===== config.mk =====
export PLATFORM = sky130hd
export DESIGN_NAME = rbb_div9
export DESIGN_NICKNAME = d
export VERILOG_FILES = /design/src/rtl/core/rbb_pkg.sv /design/src/rtl/core/rbb_div9.sv
export SDC_FILE = /design/constraint.sdc
export NUM_CORES = 1
export LEC_CHECK = 0
export ABC_AREA = 1
export BUFFER_PORTS_ARGS = -buffer_cell sky130_fd_sc_hd__buf_2
export CORE_MARGIN = 3
export CORE_UTILIZATION = 55
export DETAILED_ROUTE_END_ITERATION = 10
export PLACE_DENSITY_LB_ADDON = 0.15
export SYNTH_ARGS = -nofsm -noshare
export SYNTH_HDL_FRONTEND = slang
export SYNTH_SLANG_ARGS = --single-unit

===== constraint.sdc =====
create_clock -name vclk -period 11.77
set_clock_uncertainty 0.1 [all_clocks]
set_input_delay 1.177 -clock vclk [all_inputs]
set_output_delay 1.177 -clock vclk [all_outputs]
set_load 0.05 [all_outputs]

===== src/rtl/core/rbb_pkg.sv =====
`timescale 1ns / 1ps

package rbb_pkg;

  localparam int NumCh   = 4;
  localparam int ChW     = 8;
  // three 8-bit samples of one column, then three column sums
  localparam int ColSumW = 10;
  localparam int WinSumW = 12;

  localparam int CfgW    = 10;
  localparam int CfgIdxW = 2;
  localparam logic [CfgIdxW-1:0] CfgIdxWidth  = 2'd0;
  localparam logic [CfgIdxW-1:0] CfgIdxHeight = 2'd1;

  // floor(x / 9) == (x * 3641) >> 15 for every x below 32768
  localparam int Div9Mul   = 3641;
  localparam int Div9Shift = 15;
  localparam int ProdW     = 24;

  localparam int FifoDepth = 8;
  localparam int FifoPtrW  = 3;
  localparam int FifoCntW  = 4;
  localparam int PendW     = 5;

  // channel 0 red in bits 7..0 up to channel 3 alpha in bits 31..24
  typedef logic [NumCh-1:0][ChW-1:0]     pixel_t;
  typedef logic [NumCh-1:0][ColSumW-1:0] col_sum_t;
  typedef logic [NumCh-1:0][WinSumW-1:0] win_sum_t;

  typedef struct packed {
    pixel_t prev;
    pixel_t bprev;
  } line_pair_t;

  typedef struct packed {
    logic is_flush;
    logic first;
    logic last;
    logic use_b;
    logic row_ge1;
    logic save_c0;
    logic a_en;
    logic b_en;
    logic frame_end;
  } item_ctrl_t;

  typedef struct packed {
    logic a_valid;
    logic b_valid;
    logic frame_end;
  } win_flags_t;

  typedef struct packed {
    logic   frame_end;
    pixel_t pix;
  } result_t;

endpackage


===== src/rtl/core/rbb_div9.sv =====
`timescale 1ns / 1ps

module rbb_div9 (
  input  rbb_pkg::win_flags_t flags_i,
  input  rbb_pkg::win_sum_t   a_sum_i,
  input  rbb_pkg::win_sum_t   b_sum_i,
  output logic                push_a_o,
  output logic                push_b_o,
  output rbb_pkg::result_t    res_a_o,
  output rbb_pkg::result_t    res_b_o
);
  import rbb_pkg::*;

  logic [ProdW-1:0] prod_a [NumCh];
  logic [ProdW-1:0] prod_b [NumCh];

  always_comb begin
    for (int ch = 0; ch < NumCh; ch++) begin
      prod_a[ch] = ProdW'(a_sum_i[ch]) * ProdW'(Div9Mul);
      prod_b[ch] = ProdW'(b_sum_i[ch]) * ProdW'(Div9Mul);
      res_a_o.pix[ch] = prod_a[ch][Div9Shift +: ChW];
      res_b_o.pix[ch] = prod_b[ch][Div9Shift +: ChW];
    end
    res_a_o.frame_end = flags_i.frame_end;
    res_b_o.frame_end = 1'b0;
  end

  assign push_a_o = flags_i.a_valid;
  assign push_b_o = flags_i.b_valid;

endmodule


Word level (Yosys, flattened, before mapping)
Cells that the tools add are included.

cells by class
  multipliers = 8

operators by type and width
  kind                    count
  $mul 12x12->23 const B  8

word-level totals
  register bits after elaboration = 0
  output and inout port bits = 68

Depth between registers and ports, before layout
  depth after elaboration = 1
  depth in mapped cells = 22
  gate-level depth less buffers = 22

Least setup slack after synthesis
No wires, ideal clock.

  path type = input-to-output
  from = input port b_sum_i[25] in the netlist's numbering
  to = output port res_b_o[18] in the netlist's numbering
  cell stages on the path = 18
  data arrival time = 5.400 ns
  data required time = 10.493 ns
  slack = 5.093 ns
  path buffers = 0
  cells stage by stage = inv_1 -> fa_1 -> inv_1 -> ha_1 -> inv_1 -> fa_1 -> inv_1 -> fa_1 -> inv_1 -> fa_1 -> inv_1 -> ha_1 -> a21oi_1 -> inv_1 -> nor2_1 -> o21a_1 -> nand2_1 -> xor2_1

RTL lines
  element          RTL line        source
  start, declared  rbb_div9.sv:6   input rbb_pkg::win_sum_t b_sum_i,
  end, declared    rbb_div9.sv:10  output rbb_pkg::result_t res_b_o

==> summary.md <==
| Metric | Value |
|---|---|
| FMAX | `151 MHz` |
| Starting Density | `56.2%` |
| Core Box Area | `0.0337 mm^2` |
| 1st-pass router iterations | `5` |
| Initial antenna violation count | `7` |
| Maxcap violations | `0` |
| Die ar. | `0.0367 mm^2` |
| Via count | `15.8k` |
| Min-Delay Startpoint | `flags_i[2]` |
| Die Span Y | `192 um` |
| Final WL | `43100 um` |
| Fill cells | `3165` |
| Die X | `192 um` |
| Complex-gate fraction of the synthesized area | `6.93%` |
| Largest family of logic cells by synthesized area | `adder cells` |
| Outcome | `finished clean` |
| Gp weighted congestion | `0.923` |
| DR DRC count | `0` |
| Arr. time, crit path | `5.35 ns` |
| Starting DRT DRC Count | `650` |
| Post-Synth XOR/XNOR Area | `1.90%` |
| Vias in the first global route | `15.9k` |
| I/O Buffers | `160` |
| Commonest cells after routing, fill and taps aside | `inv_1 (614), ha_1 (533), nand2_1 (501), fa_1 (232), buf_2 (160)` |
| Seq_cells | `0` |
| Clkbuf count | `0` |
| Largest net degree at the start of global routing | `8` |
| Cts hold-fix bufs | `0` |
| RSZ-0062 raised after global routing | `no` |
| Final period util | `56.3%` |
| Synth Instances | `2489` |
| Synth Area in Simple Gates | `18.8%` |
| Nets | `3511` |
| Pre-CTS setup slack | `5.14 ns` |
| I/O Pins | `167` |
| Tmin final | `6.63 ns` |
| Mux cell area share after synthesis | `0%` |
| GRT Util Overall | `23.6%` |
| Routed wire per std cell | `13.9 um` |
| Postcts setup bufs | `0` |
| Critical path type | `in2out` |
| Resize count post-CTS | `0` |
| Most common cell after layout, fill and taps aside | `inv_1` |
| Hold Crit Class | `in2out` |
| Setup violators final | `0` |
| Syn_nets | `3353` |
| Worst Setup Start Kind | `primary input` |
| Worst Path Required | `10.49 ns` |
| Critical-path maximum fanout | `3` |
| Via/cell ratio | `5.10` |
| Area Growth Syn to Fin | `7.10%` |
| Hold Path End | `push_a_o` |
| Setup TNS | `0 ns` |
| Seq/Total Area, Yosys | `0%` |
| Setup ws final | `5.14 ns` |
| Mean Syn Cell Area | `7.61 um^2` |
| Final hold violations | `0` |
| First-pass GRT wire length | `72600 um` |
| Share of post-route cells with drive strength above 1 | `8.20%` |
| Area share of fa/ha/maj cells after synthesis | `59.8%` |
| Post-DP HPWL | `40900 um` |
| Area occupied by multi-input gates | `0.0166 mm^2` |
| Mapped cell area | `0.0189 mm^2` |
| Routed Antenna Nets | `0` |
| Seq. cell area | `0 um^2` |
| Synth unique cells | `37` |
| Row cnt | `67` |
| Total global routing overflow | `0` |
| Final Max Slew Viols | `0` |
| Worst hold path depth | `0` |
| Synth warn | `0` |
| Worst Setup End Kind | `output port` |
==> critical path, cell delays in order <==
cell and delay [ns]:
buf_2 0.09, inv_1 0.08, fa_1 0.55, inv_1 0.06
ha_1 0.29, inv_1 0.06, fa_1 0.53, inv_1 0.05
fa_1 0.52, inv_1 0.06, fa_1 0.53, inv_1 0.04
ha_1 0.32, nand2_1 0.11, inv_2 0.07, nand2_1 0.05
inv_2 0.06, nand2_1 0.06, nor3_2 0.14, inv_1 0.09
nand3_2 0.07, nand2_1 0.05, nand2_1 0.06, buf_2 0.25
==> area by class of cell <==
| class | count | area share [%] |
|---|---|---|
| multi-input combinational | 1858 | 81.6 |
| inverter | 627 | 11.6 |
| timing repair buffer | 160 | 3.95 |
| tap | 448 | 2.76 |
| antenna | 5 | 0.0617 |
==> synth_stat cells (11+ instances only) <==
cell type / number / area (um^2)
inv_2: 13 / 48.8
nor2_1: 133 / 499
o21ai_0: 19 / 95.1
nor3_2: 11 / 110
nand3_1: 115 / 576
nand2_1: 501 / 1880
inv_1: 614 / 2300
nor3_1: 13 / 65.1
fa_1: 232 / 4640
o21a_1: 13 / 97.6
a21oi_1: 102 / 510
o21bai_1: 30 / 225
a21o_1: 24 / 180
nand4_1: 18 / 113
xor2_1: 30 / 263
ha_1: 533 / 6670
xnor2_1: 11 / 96.3
==> metrics by stage <==
stage	cells	hold WS (ns)	area [um^2]	util, %
2_1_floorplan	2489	2.42	18900	-
3_3_place_gp	3093	2.25	20300	60.1
3_5_place_dp	3093	2.25	20300	60.1
4_1_cts	3093	2.25	20300	60.1
5_1_grt	3098	2.25	20300	60.2
6_report	3098	2.25	20300	60.2
==> routing by layer <==
layer / global-route usage [%] / up-vias / share of wire (%)
li1: - / 8143 / -
met1: 31.3 / 7356 / 46
met2: 43.3 / 251 / 50
met3: 0.880 / 59 / 2.4
met4: 4.09 / 4 / 2.0
met5: 0 / - / 0.063
==> worst max-delay path by stage <==
stage,from,endpoint,cells past startpoint
global placement,b_sum_i[25],res_b_o[18],20
global route,b_sum_i[26],res_b_o[23],24
floorplan,b_sum_i[25],res_b_o[18],18
CTS,b_sum_i[25],res_b_o[18],20
detailed placement,b_sum_i[25],res_b_o[23],24
finish,b_sum_i[25],res_b_o[23],24
==> logic make-up (layout without fill, tap and decap cells) <==
logic type      after synthesis  after routing
compound gates              217            217
other cells                   1              6
fa+ha+maj                   765            765
xor+xnor                     41             41
buf+inv                     631            787
simple gates                834            834
Power is not shown: default switching activity piles up to over one toggle a cycle in this logic, so the estimate is an artifact.
