<file path="src/rtl/core/rbb_pkg.sv">
`timescale 1ns / 1ps

package rbb_pkg;

  localparam int NumCh   = 4;
  localparam int ChW     = 8;
  // three 8-bit samples of one column, then three column sums
  localparam int ColSumW = 10;
  localparam int WinSumW = 12;

  localparam int CfgW    = 10;
  localparam int CfgIdxW = 2;
  localparam logic [CfgIdxW-1:0] CfgIdxWidth  = 2'd0;
  localparam logic [CfgIdxW-1:0] CfgIdxHeight = 2'd1;

  // floor(x / 9) == (x * 3641) >> 15 for every x below 32768
  localparam int Div9Mul   = 3641;
  localparam int Div9Shift = 15;
  localparam int ProdW     = 24;

  localparam int FifoDepth = 8;
  localparam int FifoPtrW  = 3;
  localparam int FifoCntW  = 4;
  localparam int PendW     = 5;

  // channel 0 red in bits 7..0 up to channel 3 alpha in bits 31..24
  typedef logic [NumCh-1:0][ChW-1:0]     pixel_t;
  typedef logic [NumCh-1:0][ColSumW-1:0] col_sum_t;
  typedef logic [NumCh-1:0][WinSumW-1:0] win_sum_t;

  typedef struct packed {
    pixel_t prev;
    pixel_t bprev;
  } line_pair_t;

  typedef struct packed {
    logic is_flush;
    logic first;
    logic last;
    logic use_b;
    logic row_ge1;
    logic save_c0;
    logic a_en;
    logic b_en;
    logic frame_end;
  } item_ctrl_t;

  typedef struct packed {
    logic a_valid;
    logic b_valid;
    logic frame_end;
  } win_flags_t;

  typedef struct packed {
    logic   frame_end;
    pixel_t pix;
  } result_t;

endpackage

</file>
<file path="src/rtl/core/rbb_out_fifo.sv">
`timescale 1ns / 1ps

module rbb_out_fifo (
  input  logic                          clk_i,
  input  logic                          rst_ni,
  input  logic                          push_a_i,
  input  rbb_pkg::result_t              data_a_i,
  input  logic                          push_b_i,
  input  rbb_pkg::result_t              data_b_i,
  output logic                          out_valid_o,
  input  logic                          out_ready_i,
  output rbb_pkg::result_t              out_data_o,
  output logic [rbb_pkg::FifoCntW-1:0]  count_o
);
  import rbb_pkg::*;

  result_t               mem [FifoDepth];
  logic [FifoPtrW-1:0]   wr_ptr_q, wr_ptr_d, rd_ptr_q, rd_ptr_d;
  logic [FifoCntW-1:0]   count_q, count_d, push_n;
  logic                  pop;

  assign pop    = out_valid_o && out_ready_i;
  assign push_n = FifoCntW'(push_a_i) + FifoCntW'(push_b_i);

  always_comb begin
    wr_ptr_d = wr_ptr_q + FifoPtrW'(push_n);
    rd_ptr_d = rd_ptr_q + FifoPtrW'(pop);
    count_d  = count_q + push_n - FifoCntW'(pop);
  end

  // second beat of a row end lands right after the first
  always_ff @(posedge clk_i) begin
    if (push_a_i) begin
      mem[wr_ptr_q] <= data_a_i;
    end
    if (push_b_i) begin
      mem[wr_ptr_q + FifoPtrW'(1)] <= data_b_i;
    end
  end

  always_ff @(posedge clk_i or negedge rst_ni) begin
    if (!rst_ni) begin
      wr_ptr_q <= '0;
      rd_ptr_q <= '0;
      count_q  <= '0;
    end else begin
      wr_ptr_q <= wr_ptr_d;
      rd_ptr_q <= rd_ptr_d;
      count_q  <= count_d;
    end
  end

  assign out_valid_o = (count_q != '0);
  assign out_data_o  = mem[rd_ptr_q];
  assign count_o     = count_q;

endmodule

</file>
<file path="config.mk">
export PLATFORM = sky130hd
export DESIGN_NAME = rbb_out_fifo
export DESIGN_NICKNAME = d
export VERILOG_FILES = /design/src/rtl/core/rbb_pkg.sv /design/src/rtl/core/rbb_out_fifo.sv
export SDC_FILE = /design/constraint.sdc
export NUM_CORES = 1
export LEC_CHECK = 0
export BUFFER_PORTS_ARGS = -buffer_cell sky130_fd_sc_hd__buf_2
export CAP_MARGIN = 10
export CORE_ASPECT_RATIO = 1.2
export CORE_MARGIN = 2
export CORE_UTILIZATION = 39
export CTS_BUF_LIST = sky130_fd_sc_hd__clkbuf_8
export CTS_CLUSTER_DIAMETER = 60
export DETAILED_ROUTE_END_ITERATION = 8
export GPL_TIMING_DRIVEN = 1
export SLEW_MARGIN = 20
export SYNTH_ARGS = -nofsm -noshare
export SYNTH_HDL_FRONTEND = slang
export SYNTH_SLANG_ARGS = --single-unit
</file>
<file path="constraint.sdc">
create_clock -name clk_i -period 5.3 [get_ports clk_i]
set_input_delay 1.06 -clock clk_i [delete_from_list [all_inputs] [get_ports clk_i]]
set_output_delay 1.06 -clock clk_i [all_outputs]
set_load 0.02 [all_outputs]
</file>
---- Word-level counts from Yosys, hierarchy flattened ----
Memories as Yosys holds them, arrays and structs flattened.
Index checks and enable logic that the tools add are counted.
cells by class
  add/subtract/negate cells ............... 6
  multiplexer cells ....................... 4
  reduce and logical (&&, ||, !) cells .... 2
operator list
  kind                                                           count
  4-bit by 2-bit adder with 4-bit output                         1
  1-bit two-way mux                                              4
  4-bit nonzero test                                             1
  4-bit by 1-bit subtractor with 4-bit output                    1
  3-bit by 1-bit adder with 3-bit output                         1
  3-bit by 1-bit adder with 3-bit output, second input constant  1
  3-bit by 2-bit adder with 3-bit output                         1
  1-bit by 1-bit adder with 2-bit output                         1
  1-bit logical AND                                              1
storage, ports and cells
  flip-flop bits (word level) ............. 10
  bits in writable memories ............... 264
  bits of input ports ..................... 71
  output and inout bits ................... 38
  logic and storage cells ................. 16
  memories kept ........................... 1
memories
  memory  words  bits a word  rd ports  clocked after Yosys merged registers in  write ports  line                text
  mem     8      33           1         0                                        2            rbb_out_fifo.sv:17  result_t mem [FifoDepth];

---- Longest topological paths before layout ----
  depth after elaboration ................. 3
  gate-level depth with buffers ........... 9
  mapped depth without buffers ............ 9

---- Least setup slack after synthesis ----
OpenSTA, ideal clock, no wires.
  path type ............................... input to register
  start ................................... input port push_a_i
  end ..................................... memory mem[2][0] (netlist bit) (enable)
  library setup time ...................... 0.475 ns
  data arrival time ....................... 3.711 ns
  required time ........................... 4.825 ns
  path slack .............................. 1.113 ns
  stages on the path ...................... 2
  path buffers ............................ 0
  cell sequence ........................... nand2_1 o32ai_1
RTL lines
  item         line                text
  from (decl)  rbb_out_fifo.sv:6   input logic push_a_i,
  to (decl)    rbb_out_fifo.sv:17

==> results.json <==
{
  "p_leak_nw": 5.37,
  "core_sq_mm": 0.0349,
  "path_buf_inv": 2,
  "ioPinCount": 109,
  "clock_skew_ns": 0.0176,
  "min_period_over_period_pct": 73.7,
  "ys_types": 36,
  "netlist_top_cells_count": "mux2_2 (291), edfxtp_1 (264), mux4_2 (66)",
  "rows": 75,
  "r2r-end": "mem[3][22]",
  "postRouteAntennaNets": 0,
  "r2r_start": "wr_ptr_q[0]",
  "crit_arrival_ns": 2.84,
  "critPathMaxStageDelay_ns": 0.76,
  "cts.path.max_buffers": 3,
  "via_per_inst": 5.34,
  "ys_ff_latch": 274,
  "cp-start-kind": "flop",
  "fin_nets": 957,
  "synth_area_leaders": "edfxtp_1 (57%), mux2_2 (24%), mux4_2 (11%)",
  "area_growth_pct": 14.7,
  "antenna_found_initial": 5,
  "finalCriticalPeriod_ns": 3.90,
  "drive_gt1_share_pct": 61.8,
  "cts.sinks": 274,
  "holdBufCountCts": 0,
  "dr_total_vias": 7341,
  "post_cts_buffers": 0,
  "tns_ns": 0,
  "cts_root_buffer": "clkbuf_8",
  "instances_no_fill": 1375,
  "grt_overflow": 0,
  "num-fill-cells": 3137,
  "die_x_microns": 176,
  "crit_required_ns": 4.24,
  "crit_family": "multiplexers",
  "vdd_drop_max_v": 0.000394,
  "drv_cap": 0,
  "seqCellArea_sq_mm": 0.00819,
  "yosysTopAreaCell": "edfxtp_1",
  "post-synth-top-area-fraction_pct": 57.5,
  "yosysMostFrequentCell": "mux2_2",
  "syn_area_per_cell_sq_um": 18.6,
  "initial_core_util_pct": 39.5,
  "synthCells": 742,
  "tightest_slew_ns": 1.09,
  "synthesis.nets": 824,
  "synth_edf_count": 264,
  "drv_slew": 0,
  "hold_viol": 0,
  "rsz0062_at_grt": "no",
  "die_area_sq_mm": 0.0369,
  "drt_iter0_drc": 505,
  "synth_warnings": 0,
  "crit_chain": "buf_4 > mux4_2 > mux2_2 > buf_2",
  "numCtsBuffers": 47,
  "placed_cells": 1285,
  "clkLatencyLatePin_ns": 0.57,
  "timing.slew.headroom_pct": 27.1,
  "wl_per_cell_microns": 24.0,
  "status": "finished clean",
  "clk_pin_slew_worst_paths_ns": 0.06,
  "p_per_area_mw_per_mm2": 600,
  "r2r_slack_ns": 2.11,
  "grt_pass1_wl_mm": 50.8,
  "async_flop_share_pct": 3.65,
  "grt_start_max_net_pins": 59,
  "synth_area_sq_mm": 0.0138,
  "pre_cts_slack_ns": 1.89,
  "cts_max_level": 2,
  "layout_setup_ws_ns": 1.40,
  "path_max_fanout": 22,
  "ys.flop_type": "edfxtp_1",
  "cts_tree": "yes",
  "cts_resized": 0,
  "dr.pass1.iters": 4,
  "critPathCaptureType": "output port",
  "dieHeight_microns": 210,
  "wl_mm": 33.0,
  "track_usage_pct": 18.4,
  "cp_slowest_cell": "dfrtp_4",
  "clock.fmax_mhz": 256,
  "setup_viol": 0,
  "drcViolationCount": 0,
  "hpwl_mm": 19.3,
  "multiInputGateArea_sq_mm": 0.00542,
  "gp_congestion": 0.717,
  "finish.utilization_pct": 45.3,
  "first_global_vias": 8343,
  "total_power_mw": 9.49,
  "path_class": "reg2out",
  "yosysSeqAreaShare_pct": 59.3,
  "r2r_cells": 5,
  "io_buffers": 108,
  "hp-class": "in2async"
}
[metal layers]
| metal | up-vias | wire (microns) | GRT usage (%) |
|---|---|---|---|
| met5 | - | 0 | 0 |
| met4 | 0 | 467 | 5.30 |
| met3 | 34 | 1650 | 3.97 |
| met2 | 151 | 17200 | 32.1 |
| met1 | 3848 | 13700 | 23.2 |
| li1 | 3308 | - | - |
[sequential cells by signal (all words and copies together), names as in the netlist]
register and cells:
count_o 4, mem 264, rd_ptr_q 3, wr_ptr_q 3
[placed cells by master, fill, tap and decap left out, types with 2 or more instances in the layout]
cell type  count
inv_1         28
nand2_2        2
o22ai_4        3
ha_1           9
buf_4         17
xor2_1         3
buf_16         2
dfrtp_4        2
clkinv_1      10
mux2_1         6
nor2_4         4
buf_2        108
mux2_2       291
xnor2_1        3
dfrtp_1        7
or2_2          2
mux4_2        66
nand2b_1       3
nor3_4         2
fa_1           2
nand2_1        4
o21ai_4        2
diode_2        5
edfxtp_1     264
clkbuf_8      48
[cells by family (layout without fill, tap and decap cells)]
kind of cell / after synthesis / in the layout / synth area share, %
adder cells (fa/ha/maj): 11 / 11 / 1.11
buffers and inverters: 53 / 219 / 2.22
AO/OA/AOI/OAI: 9 / 9 / 0.417
XOR/XNOR: 8 / 8 / 0.780
AND/OR/NAND/NOR: 24 / 24 / 1.14
flip-flops: 274 / 274 / 59.3
other: 0 / 5 / 0
multiplexers: 363 / 363 / 35.0
[cell type report]
type                            instances  share of cell area, %
Sequential cell                       274                   51.8
Clock inverter                         34                   1.04
Antenna cell                            5                 0.0791
Clock buffer                           48                   4.18
Timing Repair Buffer                  129                   4.80
Multi-Input combinational cell        415                   34.3
Tap cell                              462                   3.66
Inverter                                8                  0.190
[stage by stage]
| step | hold WS (ns) | cell area (sq um) |
|---|---|---|
| after global routing | 0.343 | 15800 |
| after CTS | 0.324 | 15700 |
| after floorplan | 0.477 | 13800 |
| after detailed placement | 0.531 | 14900 |
| after global placement | 0.522 | 14900 |
| final | 0.346 | 15800 |
[power by group]
group / internal (mW) / switching (mW) / total [mW]
Clock: 0.883 / 0.843 / 1.73
Combinational: 1.86 / 2.12 / 3.98
Sequential: 3.35 / 0.433 / 3.79
[worst max path at each step]
stage           startpoint              to  slack [ns]  cells after the start
3_3_place_gp   rd_ptr_q[0]  out_data_o[22]        1.94                      4
2_1_floorplan     push_a_i       mem[2][0]        1.11                      2
3_5_place_dp      push_b_i      mem[2][28]        1.89                      5
5_1_grt        rd_ptr_q[0]  out_data_o[29]        1.24                      4
4_1_cts        rd_ptr_q[0]  out_data_o[22]        1.31                      4
6_report       rd_ptr_q[0]  out_data_o[29]        1.40                      4
Note: power is estimated with default switching activity, not from simulation.
