[config.mk]
export PLATFORM = sky130hd
export DESIGN_NAME = rbb_window
export DESIGN_NICKNAME = d
export VERILOG_FILES = /design/src/rtl/core/rbb_pkg.sv /design/src/rtl/core/rbb_window.sv
export SDC_FILE = /design/constraint.sdc
export NUM_CORES = 1
export LEC_CHECK = 0
export BUFFER_PORTS_ARGS = -buffer_cell sky130_fd_sc_hd__clkbuf_2
export CAP_MARGIN = 20
export CORE_UTILIZATION = 55
export DETAILED_ROUTE_END_ITERATION = 10
export PLACE_DENSITY_LB_ADDON = 0.1
export SYNTH_ARGS = -nofsm -noshare
export SYNTH_HDL_FRONTEND = slang
export SYNTH_SLANG_ARGS = --single-unit
export TNS_END_PERCENT = 30
[constraint.sdc]
create_clock -name clk_i -period 8.8 [get_ports clk_i]
set_input_delay 0.88 -clock clk_i [delete_from_list [all_inputs] [get_ports clk_i]]
set_output_delay 0.88 -clock clk_i [all_outputs]
set_load 0.1 [all_outputs]
[src/rtl/core/rbb_pkg.sv]
`timescale 1ns / 1ps

package rbb_pkg;

  localparam int NumCh   = 4;
  localparam int ChW     = 8;
  // three 8-bit samples of one column, then three column sums
  localparam int ColSumW = 10;
  localparam int WinSumW = 12;

  localparam int CfgW    = 10;
  localparam int CfgIdxW = 2;
  localparam logic [CfgIdxW-1:0] CfgIdxWidth  = 2'd0;
  localparam logic [CfgIdxW-1:0] CfgIdxHeight = 2'd1;

  // floor(x / 9) == (x * 3641) >> 15 for every x below 32768
  localparam int Div9Mul   = 3641;
  localparam int Div9Shift = 15;
  localparam int ProdW     = 24;

  localparam int FifoDepth = 8;
  localparam int FifoPtrW  = 3;
  localparam int FifoCntW  = 4;
  localparam int PendW     = 5;

  // channel 0 red in bits 7..0 up to channel 3 alpha in bits 31..24
  typedef logic [NumCh-1:0][ChW-1:0]     pixel_t;
  typedef logic [NumCh-1:0][ColSumW-1:0] col_sum_t;
  typedef logic [NumCh-1:0][WinSumW-1:0] win_sum_t;

  typedef struct packed {
    pixel_t prev;
    pixel_t bprev;
  } line_pair_t;

  typedef struct packed {
    logic is_flush;
    logic first;
    logic last;
    logic use_b;
    logic row_ge1;
    logic save_c0;
    logic a_en;
    logic b_en;
    logic frame_end;
  } item_ctrl_t;

  typedef struct packed {
    logic a_valid;
    logic b_valid;
    logic frame_end;
  } win_flags_t;

  typedef struct packed {
    logic   frame_end;
    pixel_t pix;
  } result_t;

endpackage

[src/rtl/core/rbb_window.sv]
`timescale 1ns / 1ps

module rbb_window (
  input  logic                clk_i,
  input  logic                rst_ni,
  input  logic                valid_i,
  input  rbb_pkg::item_ctrl_t ctrl_i,
  input  rbb_pkg::pixel_t     pix_i,
  input  rbb_pkg::line_pair_t rd_data_i,
  output logic                wr_en_o,
  output rbb_pkg::line_pair_t wr_data_o,
  output rbb_pkg::win_flags_t flags_o,
  output rbb_pkg::win_sum_t   a_sum_o,
  output rbb_pkg::win_sum_t   b_sum_o
);
  import rbb_pkg::*;

  col_sum_t   s0_q, s1_q, c0_q;
  col_sum_t   cs, c0_d, base, left, mid;
  win_sum_t   a_sum_d, b_sum_d;
  win_sum_t   a_sum_q, b_sum_q;
  win_flags_t flags_q;
  pixel_t     p, b;

  assign p = rd_data_i.prev;
  assign b = rd_data_i.bprev;

  always_comb begin
    for (int ch = 0; ch < NumCh; ch++) begin
      cs[ch] = ColSumW'(ctrl_i.use_b ? b[ch] : p[ch]) + ColSumW'(p[ch])
             + ColSumW'(ctrl_i.is_flush ? p[ch] : pix_i[ch]);
      c0_d[ch] = ColSumW'(ctrl_i.row_ge1 ? p[ch] : pix_i[ch]) + ColSumW'(pix_i[ch])
               + ColSumW'(pix_i[ch]);
    end
    // first column: left and centre replicate the edge column
    base = ctrl_i.is_flush ? c0_q : cs;
    left = ctrl_i.first ? base : s0_q;
    mid  = ctrl_i.first ? base : s1_q;
    for (int ch = 0; ch < NumCh; ch++) begin
      a_sum_d[ch] = WinSumW'(left[ch]) + WinSumW'(mid[ch]) + WinSumW'(cs[ch]);
      b_sum_d[ch] = WinSumW'(s1_q[ch]) + WinSumW'(cs[ch]) + WinSumW'(cs[ch]);
    end
  end

  assign wr_en_o         = valid_i && !ctrl_i.is_flush;
  assign wr_data_o.prev  = pix_i;
  assign wr_data_o.bprev = p;

  always_ff @(posedge clk_i) begin
    if (valid_i) begin
      s0_q <= mid;
      s1_q <= cs;
      if (ctrl_i.save_c0 && !ctrl_i.is_flush) begin
        c0_q <= c0_d;
      end
    end
    a_sum_q <= a_sum_d;
    b_sum_q <= b_sum_d;
  end

  always_ff @(posedge clk_i or negedge rst_ni) begin
    if (!rst_ni) begin
      flags_q <= '0;
    end else begin
      flags_q.a_valid   <= valid_i && ctrl_i.a_en;
      flags_q.b_valid   <= valid_i && ctrl_i.b_en;
      flags_q.frame_end <= ctrl_i.frame_end;
    end
  end

  assign flags_o = flags_q;
  assign a_sum_o = a_sum_q;
  assign b_sum_o = b_sum_q;

endmodule

# == Word-level counts from Yosys, hierarchy flattened ==
# Index checks and enable logic that the tools add are counted.
# totals
reg_bits,219
inputBits,108
word_cells,76
output_inout_bits,164
# classes
n_mux,15
addsub,32
reduce_logical,6
# ops
op,count
40-bit 2-to-1 mux,3
11-bit by 10-bit adder with 12-bit output,8
8-bit 2-to-1 mux,12
10-bit by 10-bit adder with 11-bit output,8
9-bit by 8-bit adder with 10-bit output,8
8-bit by 8-bit adder with 9-bit output,8
1-bit logical AND,4
2-bit AND reduction,1
1-bit zero test,1

# == Longest topological paths before layout ==
# Gate-level depths: netlist of the first run.
# logic_depth
word_depth,7
mapped_depth,24
mapped_depth_nobuf,21

# == Worst setup path before layout of the first run ==
# OpenSTA, ideal clock, no wires.
# synth_path
path_kind,input port to flip-flop
start,in ctrl_i[8] (netlist name)
end,reg a_sum_q (netlist bit a_sum_o[10])
path_stages,22
t_arrival_ps,5916
t_required_ps,8709
setup_ps,91
setup_slack_ps,2793
n_path_buf,3
cell_sequence,clkbuf_1 -> clkbuf_1 -> clkbuf_1 -> o21ai_0 -> fa_1 -> ha_1 -> inv_1 -> fa_1 -> nor2b_1 -> o21ai_0 -> a21boi_0 -> nor4_1 -> nor4b_2 -> inv_1 -> o211ai_1 -> o21ai_0 -> fa_1 -> inv_1 -> ha_1 -> nand3_1 -> o311ai_0 -> a311oi_1
# synth_lines
item,line,text
start: declaration,rbb_window.sv:7,"input rbb_pkg::item_ctrl_t ctrl_i,"
end signal: assignment,rbb_window.sv:57,a_sum_q <= a_sum_d;
end: declaration,rbb_window.sv:21,"win_sum_t a_sum_q, b_sum_q;"

==> flow_metrics.env, run 1 <==
export IMPL_port_buffers=270
export IMPL_outcome="finished clean"
export IMPL_cts_buffers=26
export IMPL_ant_nets=0
export IMPL_ys_types=55
export IMPL_worst_endpoint_required_ns=9.22
export IMPL_r2r_cells=12
export IMPL_yosysSeqAreaShare_pct=36.49
export IMPL_crit_path_max_incr_delay_ns=0.57
export IMPL_routabilityCongestion=0.8491
export IMPL_fin_crit_sh_pct=66.54
export IMPL_ctsResizeCount=0
export IMPL_cp_max_fo=18
export IMPL_syn_area_per_cell_um2=10.63
export IMPL_startpoint_type="input port"
export IMPL_r2r_start="c0_q[22]"
export IMPL_antenna_found_initial=1
export IMPL_vias=11048
export IMPL_synthMuxAreaShare_pct=7.354
export IMPL_io_pins=272
export IMPL_viasPerCell=5.418
export IMPL_postCtsSetupRepairBufs=0
export IMPL_core_um2=27180
export IMPL_setup_violations=0
export IMPL_fin_nets=1967
export IMPL_layout_common_cells="clkbuf_2 (267), inv_1 (132), ha_1 (128), edfxtp_1 (120), dfxtp_1 (96)"
export IMPL_crit_slowest_cell="fa_1"
export IMPL_synthAdderAreaFrac_pct=21.52
export IMPL_cts_root_buf="clkbuf_16"
export IMPL_fmax_mhz=170.8
export IMPL_fin_skew_ns=0.009735
export IMPL_synth_flop_cell="edfxtp_1"
export IMPL_grt_max_degree=67
export IMPL_clkLatencyLatePin_ns=0.53
export IMPL_endpoint_kind="flip-flop"
export IMPL_r2r_end="a_sum_o[34]"
export IMPL_worstSetupPathType="input port to flip-flop"
export IMPL_grt_overflow=0
export IMPL_maxSlewHeadroom_pct=28.78
export IMPL_syn_nets=1764
export IMPL_synth_edf_count=120
export IMPL_hp_class="input port to asynchronous set/reset pin"
export IMPL_wl_um=33140
export IMPL_holdBufCountCts=0
export IMPL_cap_violations=0
export IMPL_dp_cells=1991
export IMPL_drive_gt1_share_pct=23.58
export IMPL_finalHoldViolCount=0
export IMPL_drc_errors=0
export IMPL_synth_seq_cells=219
export IMPL_cp_top_family="adder cells"
export IMPL_path_clk_slew_ns=0.06
export IMPL_die_y_um=169.0
export IMPL_die_width_um=169.0
export IMPL_yosys_area_share_simple_pct=7.566
export IMPL_hpwl_um=25020
export IMPL_crit_path_cell_trace="clkbuf_2 > buf_4 > mux2_2 > fa_1 > inv_1 > fa_1 > nor2b_1 > o21ai_0 > a21boi_0 > nor4_1 > nor4b_2 > inv_1 > o211ai_1 > o21ai_0 > fa_1 > inv_1 > ha_1 > nand3_1 > o311ai_0 > a311oi_1"
export IMPL_worstMarginPinSlew_ns=1.068
export IMPL_pre_cts_slack_ns=2.405
export IMPL_cts_tree="built"
export IMPL_grt_pass1_wl_um=53580
export IMPL_fin_crit_ns=5.856
export IMPL_timing_reg2reg_setup_slack_ns=5.39
export IMPL_crit_arrival_ns=6.28
export IMPL_htree_levels=1
export IMPL_area_growth_pct=13.74
export IMPL_synth_top_family_by_area="adder cells"
export IMPL_grtUsageTotal_pct=23.55
export IMPL_firstDrtPassIters=5
export IMPL_rows=60
export IMPL_postLayoutCellArea_um2=17460
export IMPL_syn_area_um2=15350
export IMPL_cts_path_max_buffers=3
export IMPL_grt_pass1_vias=10878
export IMPL_start_util_pct=56.47
export IMPL_drt_initial_drc_count=545
export IMPL_synth_compound_area_share_pct=14.14
export IMPL_post_drt_wl_per_cell_um=16.25
export IMPL_yosys_warnings=0
export IMPL_instances_no_fill=2039
export IMPL_layout_commonest_cell="clkbuf_2"
export IMPL_rsz0062_at_grt="no"
export IMPL_synth_xor_area_share_pct=5.650
export IMPL_slew_violations=0
export IMPL_netlist_instances=1444
export IMPL_fin_setup_tns_ns=0
export IMPL_path_buf_inv=5
export IMPL_clock_sinks=219
export IMPL_diodes=0
export IMPL_die_area_um2=28580
export IMPL_fin_ws_ns=2.944
export IMPL_async_reset_ff_share_pct=1.370
export IMPL_dpl_cell_area_um2=16590
export IMPL_n_fill_cell=2318
[cell type report]
| cell class | count | area, um^2 | share of cell area (%) |
|---|---|---|---|
| clock inverter | 7 | 62.56 | 0.3584 |
| sequential | 219 | 5600 | 32.08 |
| inverter | 133 | 499.2 | 2.860 |
| multi-input combinational | 992 | 8632 | 49.45 |
| clock buffer | 41 | 799.5 | 4.580 |
| tap | 372 | 465.4 | 2.666 |
| timing repair buffer | 275 | 1396 | 7.999 |
[cell usage after synthesis (3+ instances only)]
cell	n	area (um^2)
a21oi_1	60	300.3
a21o_1	31	232.7
o21a_1	64	480.5
ha_1	128	1602
dfrtp_1	3	75.07
nor2b_1	21	131.4
nand3_1	13	65.06
or2_2	4	25.02
dfxtp_1	96	1922
buf_1	5	18.77
o221ai_1	3	26.28
a211oi_1	13	97.59
a211o_1	5	43.79
xor2_1	31	271.5
mux2i_1	34	340.3
or3_1	7	43.79
o21bai_1	9	67.56
xnor2_1	68	595.6
o311ai_0	3	26.28
clkbuf_1	30	112.6
inv_1	132	495.5
o211ai_1	19	142.6
nor3_1	29	145.1
mux2_2	70	788.3
and2_1	4	25.02
nor4_1	7	43.79
o22ai_1	7	43.79
a31oi_1	8	50.05
a21boi_0	11	82.58
o21ai_0	80	400.4
edfxtp_1	120	3603
nand2b_1	24	150.1
buf_4	64	480.5
fa_1	84	1682
nand2_1	68	255.2
nor2_1	62	232.7
[cells by family after synthesis]
family | count (synthesis)
AOI/OAI and AO/OA | 331
xor gates and xnor gates | 99
adders and majority gates | 214
buffers and inverters | 233
DFF | 219
muxes | 104
and+or+nand+nor | 244
[through the flow]
step                      hold slack [ns]  util, %
after detailed placement           0.3654    61.06
after global placement             0.3551    61.06
after floorplan                    0.3427        -
after global routing               0.1247    64.23
final                              0.1385    64.23
after CTS                          0.1107    64.23
[metal layers]
| metal | part of all wire, % | up-vias | global-route usage, % |
|---|---|---|---|
| met1 | 43 | 5252 | 30.11 |
| met4 | 2.5 | 2 | 5.993 |
| met2 | 49 | 309 | 41.79 |
| met3 | 5.2 | 49 | 3.414 |
| li1 | - | 5436 | - |
| met5 | 0.042 | - | 0 |
[worst max-delay path by stage]
stage | startpoint | cells after the start | slack (ns) | end
CTS | ctrl_i[5] | 20 | 2.92 | a_sum_o[10]
floorplan | ctrl_i[8] | 22 | 2.79 | a_sum_o[10]
detailed placement | ctrl_i[5] | 20 | 2.40 | a_sum_o[10]
global placement | ctrl_i[5] | 20 | 2.44 | a_sum_o[10]
global route | ctrl_i[8] | 20 | 2.42 | a_sum_o[10]
finish | ctrl_i[5] | 20 | 2.94 | a_sum_o[10]
[flip-flops by register name, summed over array words and instances, names as in the netlist]
signal and flops:
c0_q 40, flags_o 3, b_sum_o 48, s0_q 40, s1_q 40, a_sum_o 48
Power of run 1 is left out: the tool's default activity adds up to more than one toggle a clock period on the data nets, which glitch-free logic cannot reach.
==> run 2, diff against run 1 <==
clock period = 5.6 ns   (was 8.8 ns; I/O delays follow)
==> run 2 against run 1 <==
Net effect: clock skew down 0.0010 ns; non-clock buffer count up 15; register-to-register slack worse by 3.2 ns; hold slack worse by 0.00059 ns; design area up 0.43%; critical path depth unchanged; setup slack worse by 2.3 ns; global-route usage up 0.086 points; die area unchanged; first-iteration DRC count up 6.1%; critical path type unchanged; highest routed layer unchanged.
==> flow_metrics.env, run 2 (synthesis gave the netlist of run 1 again) <==
export IMPL_outcome="finished clean"
export IMPL_multi_input_area_um2=8632
export IMPL_utilization_pct=64.51
export IMPL_crit_path_cell_trace="clkbuf_2 > buf_4 > mux2_2 > fa_1 > inv_1 > fa_1 > nor2b_1 > o21ai_0 > a21boi_0 > nor4_1 > nor4b_2 > inv_1 > o211ai_1 > o21ai_0 > fa_1 > inv_1 > ha_1 > nand3_1 > o311ai_0 > a311oi_1"
export IMPL_worstMarginPinSlew_ns=1.055
export IMPL_fin_setup_tns_ns=0
export IMPL_post_drt_wl_per_cell_um=16.18
export IMPL_core_um2=27180
export IMPL_worst_endpoint_required_ns=6.04
export IMPL_path_clk_slew_ns=0.06
export IMPL_cts_tree="built"
export IMPL_crit_slowest_cell="fa_1"
export IMPL_ant_nets=0
export IMPL_pre_cts_slack_ns=0.09694
export IMPL_setup_violations=0
export IMPL_cap_violations=0
export IMPL_crit_path_max_incr_delay_ns=0.58
export IMPL_grt_pass1_wl_um=53860
export IMPL_n_fill_cell=2289
export IMPL_cts_buffers=26
export IMPL_viasPerCell=5.391
export IMPL_clkLatencyLatePin_ns=0.53
export IMPL_area_growth_pct=14.23
export IMPL_drc_errors=0
export IMPL_drive_gt1_share_pct=24.08
export IMPL_diodes=0
export IMPL_clock_sinks=219
export IMPL_grt_overflow=0
export IMPL_slew_violations=0
export IMPL_worstSetupPathType="input port to flip-flop"
export IMPL_r2r_cells=12
export IMPL_rsz0062_at_grt="no"
export IMPL_hold_slack_ns=0.1379
export IMPL_wl_um=33240
export IMPL_finalHoldViolCount=0
export IMPL_cp_max_fo=13
export IMPL_die_area_um2=28580
export IMPL_die_width_um=169.0
export IMPL_htree_levels=1
export IMPL_cts_path_max_buffers=3
export IMPL_port_buffers=270
export IMPL_layout_commonest_cell="clkbuf_2"
export IMPL_postCtsSetupRepairBufs=0
export IMPL_timing_reg2reg_setup_slack_ns=2.23
export IMPL_fin_nets=1982
export IMPL_fin_ws_ns=0.6167
export IMPL_firstDrtPassIters=5
export IMPL_layout_common_cells="clkbuf_2 (267), inv_1 (132), ha_1 (128), edfxtp_1 (120), dfxtp_1 (96)"
export IMPL_io_pins=272
export IMPL_grtUsageTotal_pct=23.63
export IMPL_drt_initial_drc_count=578
export IMPL_fin_skew_ns=0.008698
export IMPL_crit_arrival_ns=5.42
export IMPL_routabilityCongestion=0.8369
export IMPL_fin_crit_ns=4.983
export IMPL_endpoint_kind="flip-flop"
export IMPL_hp_class="input port to flip-flop"
export IMPL_fin_crit_sh_pct=88.99
export IMPL_holdPathStages=1
export IMPL_hpwl_um=25360
export IMPL_startpoint_type="input port"
export IMPL_die_y_um=169.0
export IMPL_grt_max_degree=85
export IMPL_start_util_pct=56.47
export IMPL_vias=11074
export IMPL_grt_pass1_vias=10933
export IMPL_maxSlewHeadroom_pct=29.67
export IMPL_fmax_mhz=200.7
export IMPL_rows=60
export IMPL_seq_area_um2=5600
export IMPL_cts_root_buf="clkbuf_16"
export IMPL_antenna_found_initial=1
## run 2: cell count changes in the layout (fill, tap and decap cells not counted), sizes merged
cell / before / now
inv: 134 / 133
buf: 8 / 22
bufinv: 1 / 0
dlygate4sd3: 0 / 1
clkbuf: 308 / 307
clkinv: 5 / 8
## run 2: worst max-delay path, delay by kind of cell
family,cells,cell delay [ns]
muxes,1,0.37
buffers and inverters,5,0.75
AOI/OAI and AO/OA,6,1.19
and+or+nand+nor,4,0.67
adders and majority gates,4,1.86
## run 2: timing repair
item	CTS	global route
hold buffers	1	0
hold endpoints to repair	3	0
gates resized for setup	0	0
## run 2: stage by stage
stage	cells	cell area, um^2
global placement	2005	16710
global route	2054	17530
finish	2054	17530
floorplan	1444	15350
CTS	2054	17530
detailed placement	2005	16710
## run 2: final cells by class
type,count,area share (%)
Clock buffer,40,4.368
Clock inverter,8,0.2498
Inverter,133,2.848
Multi-Input combinational cell,992,49.24
Sequential cell,219,31.95
Tap cell,372,2.655
Timing Repair Buffer,290,8.693
## run 2: layer usage
metal / vias up / track usage [%] / wire (um)
li1: 5476 / - / -
met1: 5255 / 30.19 / 14620
met2: 294 / 41.97 / 16270
met3: 47 / 3.694 / 1710
met4: 2 / 5.562 / 626
met5: - / 0 / 14
## run 2: path summary, 6_finish.rpt
| path | start | endpoint |
|---|---|---|
| worst max register to register | c0_q[22] | a_sum_o[34] |
| worst max-delay path | ctrl_i[5] | a_sum_o[10] |
| worst min-delay path | ctrl_i[0] | flags_o[0] |
| min in group asynchronous | rst_ni | flags_o[0] |
| worst min register to register | s1_q[20] | b_sum_o[24] |
| max in group asynchronous | rst_ni | flags_o[1] |
Power of run 2 is left out for the same reason.
